File: config.mk
export PLATFORM = sky130hd
export DESIGN_NAME = sirs_alu
export DESIGN_NICKNAME = d
export VERILOG_FILES = /design/src/rtl/core/sirs_pkg.sv /design/src/rtl/core/sirs_alu.sv
export SDC_FILE = /design/constraint.sdc
export NUM_CORES = 1
export LEC_CHECK = 0
export ABC_AREA = 0
export BUFFER_PORTS_ARGS = -buffer_cell sky130_fd_sc_hd__buf_2
export CORE_MARGIN = 2
export CORE_UTILIZATION = 26
export CTS_BUF_LIST = sky130_fd_sc_hd__clkbuf_8 sky130_fd_sc_hd__clkbuf_16
export DETAILED_ROUTE_END_ITERATION = 10
export MAX_ROUTING_LAYER = met4
export PLACE_DENSITY_LB_ADDON = 0.15
export SETUP_SLACK_MARGIN = 0.1
export SLEW_MARGIN = 20
export SYNTH_ARGS = -nofsm -noshare
export SYNTH_HDL_FRONTEND = slang
export SYNTH_SLANG_ARGS = --single-unit
File: constraint.sdc
create_clock -name clock -period 3.1 [get_ports clock]
set_input_delay 0.155 -clock clock [delete_from_list [all_inputs] [get_ports clock]]
set_output_delay 0.155 -clock clock [all_outputs]
set_load 0.02 [all_outputs]
File: src/rtl/core/sirs_pkg.sv
// Package for the ordered-sequence core: widths, command and status codes,
// controller states and the control struct for the write-back datapath.
// No dependencies.
package sirs_pkg;

   localparam int DEFAULT_CAPACITY = 1024;
   localparam int DATA_W           = 64;
   localparam int POS_W            = 11;
   localparam int LEN_W            = 11;
   localparam int CMD_W            = 2;
   localparam int STATUS_W         = 2;

   typedef enum logic [CMD_W-1:0] {
      CMD_INSERT = 2'd0,
      CMD_ADD    = 2'd1,
      CMD_SUM    = 2'd2,
      CMD_UNUSED = 2'd3
   } cmd_type;

   typedef enum logic [STATUS_W-1:0] {
      STATUS_OK    = 2'd0,
      STATUS_RANGE = 2'd1,
      STATUS_FULL  = 2'd2
   } status_type;

   typedef enum logic [2:0] {
      FSM_IDLE,
      FSM_SCAN,
      FSM_DRAIN,
      FSM_INS_NEW,
      FSM_FINISH
   } fsm_type;

   // control for the datapath behind the RAM read port
   typedef struct packed {
      logic acc_clear;   // start a new sum
      logic acc_en;      // add the read word to the sum
      logic wb_copy;     // write back the read word unchanged (insert shift)
   } alu_ctrl_type;

endpackage

File: src/rtl/core/sirs_alu.sv
// Write-back datapath behind the RAM read port: add for range add, plain copy
// for the insert shift, and the running range sum. Depends on sirs_pkg.
module sirs_alu
   import sirs_pkg::*;
(
   input  logic              clock,
   input  alu_ctrl_type      ctrl,
   input  logic [DATA_W-1:0] rd_data,
   input  logic [DATA_W-1:0] operand,
   output logic [DATA_W-1:0] wr_data,
   output logic [DATA_W-1:0] acc
);

   logic [DATA_W-1:0] acc_ff;
   logic [DATA_W-1:0] acc_in;

   assign wr_data = ctrl.wb_copy ? rd_data : rd_data + operand;

   always_comb begin
      acc_in = acc_ff;
      if (ctrl.acc_clear) begin
         acc_in = '0;
      end else if (ctrl.acc_en) begin
         acc_in = acc_ff + rd_data;
      end
   end

   always_ff @(posedge clock) begin
      acc_ff <= acc_in;
   end

   assign acc = acc_ff;

endmodule
==> impl_results.html <==
<table>
<tr><th>Metric</th><th>Value</th></tr>
<tr><th colspan="2">Power</th></tr>
<tr><td>Pwr Density</td><td>453.2 nW/um2</td></tr>
<tr><td>Total internal power</td><td>4.041 mW</td></tr>
<tr><td>Proportion of power drawn by the clock network</td><td>14.9%</td></tr>
<tr><td>Total net switching power</td><td>3.409 mW</td></tr>
<tr><td>Static leakage power</td><td>7.855 nW</td></tr>
<tr><td>Maximum vdd ir drop</td><td>231.5 uV</td></tr>
<tr><td>Sequential cell fraction of total power</td><td>15.1%</td></tr>
<tr><td>Share of total power in combinational logic</td><td>70.0%</td></tr>
<tr><td>Sw Share</td><td>45.76%</td></tr>
<tr><th colspan="2">Cells and area</th></tr>
<tr><td>Filler cells</td><td>4162</td></tr>
<tr><td>Final antenna diode count</td><td>0</td></tr>
<tr><td>Area Growth Syn to Fin</td><td>57.91%</td></tr>
<tr><td>Design Area, Final</td><td>16440 um2</td></tr>
<tr><td>Net count reported at finish</td><td>2241</td></tr>
<tr><td>Layout cell share with drive strength beyond 1</td><td>41.39%</td></tr>
<tr><td>Most frequent cells in the layout</td><td>sky130_fd_sc_hd__buf_4, sky130_fd_sc_hd__buf_2, sky130_fd_sc_hd__nand2_1, sky130_fd_sc_hd__a21oi_1, sky130_fd_sc_hd__nor2_1</td></tr>
<tr><td>Leading cell type in the layout, fill and taps excluded</td><td>sky130_fd_sc_hd__buf_4</td></tr>
<tr><td>Final Instance Count excl. Fillers</td><td>2511</td></tr>
<tr><td>Number of flip-flops in the largest register</td><td>64</td></tr>
<tr><th colspan="2">Placement</th></tr>
<tr><td>Placement-stage worst setup slack</td><td>-746.6 ps</td></tr>
<tr><td>Placed Cells incl. Taps</td><td>2467</td></tr>
<tr><td>Final estimated routing congestion in global placement</td><td>0.8976</td></tr>
<tr><td>HPWL after detailed placement</td><td>35880 um</td></tr>
<tr><td>Area after DPL</td><td>14440 um2</td></tr>
<tr><td>Count of input and output buffers</td><td>259</td></tr>
<tr><th colspan="2">Critical path</th></tr>
<tr><td>Capturing element type of the critical path</td><td>primary output</td></tr>
<tr><td>Worst Path Class, Setup</td><td>in -&gt; out</td></tr>
<tr><td>Crit path max fanout</td><td>3</td></tr>
<tr><td>Beginning of the critical path</td><td>operand[11]</td></tr>
<tr><td>Launching point of the worst reg2reg path</td><td>acc[0]</td></tr>
<tr><td>Data arrival time of the critical path</td><td>3170 ps</td></tr>
<tr><td>Startpoint Class</td><td>primary input</td></tr>
<tr><td>Worst path required time</td><td>2940 ps</td></tr>
<tr><td>Worst reg-to-reg path cell count</td><td>12</td></tr>
<tr><th colspan="2">Synth</th></tr>
<tr><td>Yosys Warn Count</td><td>0</td></tr>
<tr><td>Synthesis-stage register bit count</td><td>64</td></tr>
<tr><td>Mean post-synth cell area</td><td>7.200 um2</td></tr>
<tr><td>Net count of the mapped netlist</td><td>1706</td></tr>
<tr><td>Number of different library cells in the post-synthesis netlist</td><td>84</td></tr>
<tr><td>Most area-consuming cells after synthesis</td><td>sky130_fd_sc_hd__ha_1, sky130_fd_sc_hd__dfxtp_1, sky130_fd_sc_hd__a21oi_1, sky130_fd_sc_hd__nand2_1, sky130_fd_sc_hd__xnor2_1</td></tr>
<tr><td>Combined area of all synthesized cells</td><td>10410 um2</td></tr>
<tr><td>Cell type with the largest total area after synthesis</td><td>sky130_fd_sc_hd__ha_1</td></tr>
<tr><td>Count of flip-flops with a built-in enable after synthesis</td><td>0</td></tr>
<tr><td>Fraction of post-synthesis cell area in the top cell type by area</td><td>15.14%</td></tr>
<tr><td>Most common flop cell mapped by yosys</td><td>sky130_fd_sc_hd__dfxtp_1</td></tr>
<tr><td>Cell count after synthesis</td><td>1446</td></tr>
<tr><td>Proportion of synthesized chip area in sequential cells</td><td>12.31%</td></tr>
<tr><td>Share of synthesized registers carrying an async set or reset</td><td>0%</td></tr>
<tr><th colspan="2">Floorplan</th></tr>
<tr><td>Die footprint</td><td>41660 um2</td></tr>
<tr><td>Die outline height</td><td>204.1 um</td></tr>
<tr><td>Initial standard-cell utilization of the core</td><td>26.26%</td></tr>
<tr><td>Number of top-level design ports</td><td>260</td></tr>
<tr><td>Chip width</td><td>204.1 um</td></tr>
<tr><td>Core area</td><td>39640 um2</td></tr>
<tr><td>Row count</td><td>73</td></tr>
<tr><th colspan="2">GRT</th></tr>
<tr><td>Vias in the first global route</td><td>12630</td></tr>
<tr><td>All-Layer GR Usage</td><td>21.27%</td></tr>
<tr><td>Overall overflow remaining after global route</td><td>0</td></tr>
<tr><td>Global-route wire length before repair</td><td>68210 um</td></tr>
<tr><td>Largest net degree at the start of global routing</td><td>81</td></tr>
<tr><td>Antenna violations before repair</td><td>0</td></tr>
<tr><th colspan="2">STA</th></tr>
<tr><td>Number of endpoints failing setup at the final stage</td><td>15</td></tr>
<tr><td>TNS Setup</td><td>-1531 ps</td></tr>
<tr><td>Max Clock Skew</td><td>15.54 ps</td></tr>
<tr><td>Least-Margin Pin Slew</td><td>917.3 ps</td></tr>
<tr><td>Setup slack of the critical path after layout</td><td>-220.7 ps</td></tr>
<tr><td>Count of final max-slew check failures</td><td>0</td></tr>
<tr><td>Shortest clock period the worst path allows after layout</td><td>3321 ps</td></tr>
<tr><td>Maximum operating frequency</td><td>301.1 MHz</td></tr>
<tr><td>Relative slew slack</td><td>38.84%</td></tr>
<tr><td>Tcrit/Tclk final</td><td>107.1%</td></tr>
<tr><td>Hold violation total from the final report</td><td>0</td></tr>
<tr><td>Unrepaired setup endpoints after global routing</td><td>yes</td></tr>
<tr><th colspan="2">Route</th></tr>
<tr><td>Sum of routed wire length over all layers</td><td>44340 um</td></tr>
<tr><td>Average wire per cell in the routed design</td><td>17.66 um</td></tr>
<tr><td>Number of DRC markers after the initial detailed-route iteration</td><td>647</td></tr>
<tr><td>Routed vias/inst</td><td>5.059</td></tr>
<tr><td>Post-detailed-route DRC marker count</td><td>0</td></tr>
<tr><td>Total via count in the routed design</td><td>12700</td></tr>
<tr><td>Iteration count of the initial detailed-routing pass</td><td>5</td></tr>
<tr><td>Post-route antenna net violation count</td><td>0</td></tr>
<tr><th colspan="2">Clock tree</th></tr>
<tr><td>TritonCTS clock tree</td><td>yes</td></tr>
<tr><td>Num CTS Buffers</td><td>9</td></tr>
<tr><td>Maximum number of buffers from clock root to sink</td><td>2</td></tr>
<tr><td>Clock sink total</td><td>64</td></tr>
<tr><td>CTS Root Cell</td><td>sky130_fd_sc_hd__clkbuf_16</td></tr>
<tr><td>Clock transition at the registers of the reported paths</td><td>50 ps</td></tr>
<tr><td>H-tree Lvls</td><td>3</td></tr>
<tr><td>Insertion delay of the later-clocked pin in the worst-skew pair</td><td>360 ps</td></tr>
<tr><th colspan="2">Run status</th></tr>
<tr><td>Violations in the final reports</td><td>negative setup slack</td></tr>
<tr><td>Outcome</td><td>complete, but fails checks</td></tr>
<tr><th colspan="2">Min path</th></tr>
<tr><td>Hold Crit Depth</td><td>3</td></tr>
<tr><td>Type of the worst min-delay path</td><td>in -&gt; reg</td></tr>
<tr><td>Source of the worst hold timing path</td><td>ctrl[2]</td></tr>
<tr><th colspan="2">Run</th></tr>
<tr><td>Total of max-cap violations</td><td>0</td></tr>
</table>
==> cell families after synthesis <==
group                      synth area share [%]
AOI/OAI and AO/OA                         33.23
xor gates and xnor gates                  9.843
adders and majority gates                 15.53
buffers and inverters                     5.011
DFF                                       12.31
muxes                                     4.651
and+or+nand+nor                           19.43
==> path summary, 6_finish.rpt <==
path / end / slack (ps)
worst max register to register: acc[60] / -30
worst max-delay path: wr_data[63] / -220
worst min register to register: acc[61] / 470
worst min-delay path: acc[58] / 290
==> synthesized netlist by cell type, drive strengths merged (4+ instances only) <==
cell type and number:
and3 12, dfxtp 64, inv 26, a221o 5
a41oi 6, o211ai 8, xnor2 65, nor3 17
nor2 118, a31o 7, nor2b 13, nand2b 23
a21o 75, nand4 33, a211o 6, mux2i 45
xor2 52, nor4 5, nor3b 5, o21a 15
ha 126, o22ai 15, o21ai 128, a211oi 20
a31oi 20, nand2 172, buf 9, o31ai 10
o21bai 25, a2111oi 5, a21oi 150, o41ai 6
and2 9, nand3 19, a221oi 8, clkbuf 75
or2 4
==> critical path: stages <==
cell and delay, ps:
sky130_fd_sc_hd__buf_6 100, sky130_fd_sc_hd__ha_4 270, sky130_fd_sc_hd__nand2_4 50, sky130_fd_sc_hd__or3_4 390, sky130_fd_sc_hd__a211o_4 310, sky130_fd_sc_hd__a2111o_1 460
sky130_fd_sc_hd__a21oi_4 270, sky130_fd_sc_hd__o311ai_4 190, sky130_fd_sc_hd__a2111oi_4 390, sky130_fd_sc_hd__or4_4 200, sky130_fd_sc_hd__nand3_4 90, sky130_fd_sc_hd__xnor2_4 140
sky130_fd_sc_hd__buf_6 130
==> what timing repair did <==
item | CTS | global route
resized for setup | 158 | 120
endpoints found under the setup margin | 68 | 66
setup buffers | 17 | 17
hold buffers | 0 | 0
pin swaps | 60 | 65
cloned | 0 | 0
==> per-stage QoR <==
step,utilization (%),hold WS [ps],power (mW)
floorplan,-,376.1,3.928
global placement,36.42,468.1,5.756
detailed placement,36.42,463.7,5.758
CTS,39.66,279.6,7.197
global route,41.47,299.1,8.021
finish,41.47,290.3,7.450
==> final cells by class <==
cell class | count | area [um2] | area share, %
timing repair buffer | 609 | 4183 | 25.44
multi-input combinational | 1270 | 9903 | 60.24
tap | 525 | 656.9 | 3.995
inverter | 27 | 101.3 | 0.6164
sequential | 64 | 1289 | 7.839
clock inverter | 5 | 55.05 | 0.3349
clock buffer | 11 | 252.7 | 1.537
==> power groups by stage <==
stage | Sequential [mW] | Clock, mW | Combinational (mW)
after floorplan | 1.32 | 0 | 2.61
after global placement | 1.13 | 0 | 4.63
after detailed placement | 1.13 | 0 | 4.63
after CTS | 1.12 | 1.15 | 4.93
after global routing | 1.15 | 1.18 | 5.69
final | 1.12 | 1.11 | 5.22
==> metal layers <==
metal	GRT usage (%)	share of wire, %	wire length (um)
met1	28.28	48	21360
met3	2.455	4.3	1888
met5	-	0	0
met4	3.856	1.2	529
met2	34.95	46	20550
Note: power is estimated with default switching activity, not from simulation.
